### src/rtl/matrix3_inverse_defines.svh
// Assertion macros for the 3x3 matrix inverse block.
`ifndef MATRIX3_INVERSE_DEFINES_SVH
`define MATRIX3_INVERSE_DEFINES_SVH
`ifndef SYNTHESIS
`define M3I_ASSERT_IMPL(label, clk, rst_n, ante, cons) \
    label: assert property (@(posedge clk) disable iff (!rst_n) (ante) |-> (cons)) \
        else $error("m3i check failed");
`define M3I_ASSERT_NEXT(label, clk, rst_n, ante, cons) \
    label: assert property (@(posedge clk) disable iff (!rst_n) (ante) |=> (cons)) \
        else $error("m3i check failed");
`else
`define M3I_ASSERT_IMPL(label, clk, rst_n, ante, cons)
`define M3I_ASSERT_NEXT(label, clk, rst_n, ante, cons)
`endif
`endif

### src/rtl/m3i_pkg.sv
// Shared types and constants for the 3x3 matrix inverse block.
package m3i_pkg;
    localparam int EntryW = 32;
    localparam int CofW   = 65;
    localparam int DetW   = 98;
    localparam int NumW   = 97;
    localparam int QuoW   = 97;
    localparam int DivSteps = QuoW;

    typedef logic signed [EntryW-1:0] entry_t;
    typedef logic signed [CofW-1:0]   cof_t;
    typedef logic signed [DetW-1:0]   det_t;

    typedef struct packed {
        entry_t m00, m01, m02, m10, m11, m12, m20, m21, m22;
    } mat_t;

    // front-to-back queue entry: cofactors, determinant
    typedef struct packed {
        cof_t [8:0] cof;  // index = row*3+col of cofactor matrix
        det_t       det;
    } cls_t;

    typedef struct packed {
        entry_t [8:0] inv;
        entry_t       det_value;
        logic         singular;
    } res_t;

    function automatic entry_t sat_round(input logic [QuoW:0] mag, input logic neg);
        logic [QuoW:0] lim;
        lim = neg ? (QuoW+1)'(33'h080000000) : (QuoW+1)'(33'h07FFFFFFF);
        if (mag > lim)
            mag = lim;
        return neg ? entry_t'(-mag[EntryW-1:0]) : entry_t'(mag[EntryW-1:0]);
    endfunction
endpackage

### src/rtl/m3i_queue.sv
// Two-entry queue between front and back.
module m3i_queue
    import m3i_pkg::*;
(
    input  logic clk,
    input  logic rst_n,
    input  logic in_valid,
    output logic in_ready,
    input  cls_t in_data,
    output logic out_valid,
    input  logic out_ready,
    output cls_t out_data
);
    cls_t mem_reg [2];
    logic [1:0] cnt_reg;
    logic wp_reg, rp_reg;
    logic wr, rd;

    assign in_ready = cnt_reg != 2'd2;
    assign out_valid = cnt_reg != 2'd0;
    assign wr = in_valid && in_ready;
    assign rd = out_valid && out_ready;
    assign out_data = mem_reg[rp_reg];

    always_ff @(posedge clk or negedge rst_n)
    begin
        if (!rst_n)
        begin
            cnt_reg <= '0;
            wp_reg <= 1'b0;
            rp_reg <= 1'b0;
        end
        else
        begin
            if (wr) wp_reg <= !wp_reg;
            if (rd) rp_reg <= !rp_reg;
            cnt_reg <= cnt_reg + 2'(wr) - 2'(rd);
        end
    end

    always_ff @(posedge clk)
    begin
        if (wr)
            mem_reg[wp_reg] <= in_data;
    end
endmodule

### config.mk
export PLATFORM = sky130hd
export DESIGN_NAME = m3i_queue
export DESIGN_NICKNAME = d
export VERILOG_FILES = /design/src/rtl/matrix3_inverse_defines.svh /design/src/rtl/m3i_pkg.sv /design/src/rtl/m3i_queue.sv
export SDC_FILE = /design/constraint.sdc
export NUM_CORES = 1
export LEC_CHECK = 0
export ABC_AREA = 1
export BUFFER_PORTS_ARGS = -buffer_cell sky130_fd_sc_hd__buf_2
export CAP_MARGIN = 20
export CORE_AREA = 5 5 527 529
export CTS_BUF_LIST = sky130_fd_sc_hd__clkbuf_2
export DETAILED_ROUTE_END_ITERATION = 10
export DIE_AREA = 0 0 532 534
export PLACE_DENSITY = 0.39
export SETUP_SLACK_MARGIN = 0.4
export SYNTH_ARGS = -nofsm -noshare
export SYNTH_HDL_FRONTEND = slang
export SYNTH_SLANG_ARGS = --single-unit
export TNS_END_PERCENT = 50
### constraint.sdc
create_clock -name clk -period 37 [get_ports clk]
set_input_delay 7.4 -clock clk [delete_from_list [all_inputs] [get_ports clk]]
set_output_delay 7.4 -clock clk [all_outputs]
set_load 0.05 [all_outputs]
==> impl_results.md <==
- Cells after Synth: 3598
- Outcome: completed
- Tcrit/Tclk final: 37.29%
- Synth cell types: 16
- Top delay family on crit path: buffers and inverters
- H-tree levels: 5
- Post-synth top area cell: edfxtp_1
- Combinational power share: 48.3%
- # nets final: 5923
- Slew HR: 13.49%
- Global Route Usage Sum: between 10% and 20%
- Leak Pwr: 27.21 nW
- Total global routing overflow: 0
- Core area: 272400 um^2
- Share of layout cells above drive strength 1: around 37%
- Post-Syn Area: about 50000 um^2
- Power Density: 99.86 nW/um^2
- Post-CTS setup buffers: 0
- Critical Path AT: 6.40 ns
- WL per Instance: 22.59 um
- Max Fanout on Critical Path: 101
- Most frequent cell after synthesis: nand2_1
- Hold slack: ~0.58 ns
- Clk_skew: 0.1703 ns
- Clock sink count: between 1000 and 1500
- IO Port Bufs: approximately 1400
- Number of synthesis warnings: 0
- Vias: 34190
- Post-synth top area share: approximately 82%
- Worst setup EP type: output port
- Final HPWL DP: 151700 um
- Slowest cell on crit path: dfrtp_4
- Setup TNS: 0 ns
- Post-CTS sizing: 0
- Syn Nets: 4286
- Commonest cells in the synthesized netlist: 2058 x nand2_1, 1366 x edfxtp_1, 72 x buf_6, 68 x buf_2, 8 x buf_8
- CTS tree: yes
- Req. time, crit path: 29.60 ns
- Final wirelength: 207400 um
- Net Sw Power: 3.360 mW
- CTS Buffer Depth: 4
- RSZ-0062 raised after global routing: false
- Vias/cell: between 3 and 4
- Initial drt markers: slightly above 2000
- GP Congestion: 0.8528
- Clock Pin Slew Worst Setup and Hold Paths: approximately 0.080 ns
- DR DRC count: 0
- Vias in the first global route: 34100
- CP most frequent cell: buf_4
- Seq pwr share: roughly 34%
- Main synth FF type: edfxtp_1
- Antenna viol nets, final: 0
- Setup crit start kind: flop
- Pin count of the biggest net entering global routing: 267
- Max Cap Violations: 0
- Final Hold Viols: 0
- Critical path buffer and inverter count: 5
- First-pass GRT wire length: around 280000 um
- Clock latency on the worst-skew pair: approximately 1.6 ns
- Initial Util: 18.45%
- Worst slew pin tran: roughly 1.3 ns
- Core Rows: 192
- Num CTS Buffers: 382
- Critical path launch point: rp_reg$_DFFE_PN0P_
- Switch share: a little over half
- Setup CP Type: flop to output port
- Initial antenna violation count: between 150 and 200
- Max Clock Freq: around 0.072 GHz
- Critical R2R Launch: cnt_reg[0]$_DFF_PN0_
- Syn-to-layout area delta: 27.95%
- Ys async rst share: less than 1%
- Int Pwr: 3.060 mW
- CP peak stage delay: between 0.9 and 1 ns
- Seq/Total Area, Yosys: 81.83%
- Hold_buf cts: 0
- Slew Viols, Final: 0
- Top cells by area, synth: edfxtp_1 82%, nand2_1 15%, buf_6 1.6%, buf_2 0.68%, buf_8 0.24%
- Critical path, cell by cell: buf_4 > buf_4 > buf_4 > buf_4 > nand2_1 > nand2_1 > buf_2
- Worst hold start: cnt_reg[0]$_DFF_PN0_
- Max reg flops: 1366
- Hold crit path type: flop to flop
- TritonRoute pass-1 iters: 7
- Synthesized area per cell: 13.97 um^2
- Die width: 532 um
- Final setup vio count: 0
- IR Drop Worst-Case VDD: 61.30 uV
- Synthesis-stage register bit count: ~1400
- Die span in y: around 530 um
- Root Buffer: clkbuf_2
- Ports: 1372
- Crit path time final: approximately 14 ns
- DIE AREA: 284100 um^2
- Number of synthesized flops with an enable pin: 1366
- Clock power share: 17.4%
-- stage by stage --
step / instance area [um^2] / worst slack (ns) / utilization, % / total power, mW / std cells
3_3_place_gp: 60630 / 24.14 / 22.26 / 5.429 / 8439
5_1_grt: 64150 / 22.40 / 23.55 / 6.802 / 9123
3_5_place_dp: 60660 / 24.08 / 22.27 / 5.430 / 8440
2_1_floorplan: 50250 / -0.5502 / - / 4.766 / 3598
6_report: 64290 / 23.20 / 23.60 / 6.420 / 9179
4_1_cts: 64110 / 22.59 / 23.53 / 6.596 / 9105
-- metal layers --
metal	track usage (%)	share of wire, %	up-vias
met2	23.83	49	1630
met4	3.769	2.6	118
met5	0	0.37	-
li1	-	-	15830
met1	14.59	36	16100
met3	7.846	12	519
-- power by group through the flow --
stage	clock network, mW	registers, mW	logic [mW]
floorplan	0	2.56	2.20
global placement	0	2.24	3.19
detailed placement	0	2.24	3.19
CTS	1.20	2.20	3.20
global route	1.28	2.23	3.30
finish	1.12	2.20	3.10
-- worst reg2reg max path, stage by stage, from the launching register on --
cell and delay [ns]:
dfrtp_1 0.41, inv_1 0.06, nand2_1 0.12, nand2_1 0.19, nor2_4 0.71, buf_4 0.74
buf_4 0.83, buf_4 0.66, buf_4 0.79, buf_4 0.85
-- cells by family after synthesis --
kind of cell | Yosys count | synth area share (%)
xor+xnor | 1 | 0.01743
compound gates | 2 | 0.01990
buf+inv | 159 | 2.674
flops | 1370 | 81.83
simple gates | 2065 | 15.43
fa+ha+maj | 1 | 0.02490
-- layout make-up --
class | count | area [um^2]
multi-input combinational | 2069 | 7800
fill | 29400 | 208100
clock inverter | 95 | 593.1
tap | 3589 | 4491
timing repair buffer | 1404 | 7192
sequential | 1370 | 41120
inverter | 8 | 56.30
clock buffer | 570 | 2853
antenna | 74 | 185.2
-- cells in the final DEF, fill, tap and decap left out, types with 4 or more instances in the layout --
cell / count
clkinvlp_4: 6
buf_2: 1371
buf_4: 27
clkbuf_2: 570
clkinv_1: 59
nand2_1: 2058
buf_12: 5
inv_1: 7
bufinv_16: 5
edfxtp_1: 1366
inv_2: 4
diode_2: 74
clkinv_2: 10
inv_6: 6
-- final timing paths --
kind	endpoint	slack [ns]	depth (start not counted)
hold / removal	cnt_reg[0]$_DFF_PN0_	0.58	1
max in group asynchronous	rp_reg$_DFFE_PN0P_	31.26	1
hold reg to reg	cnt_reg[0]$_DFF_PN0_	0.58	1
setup reg to reg	mem_reg[0][176]$_DFFE_PP_	31.01	9
setup / recovery	out_data[137]	23.20	7
min in group asynchronous	wp_reg$_DFFE_PN0P_	5.56	1
Power figures use the tool's default switching activity.
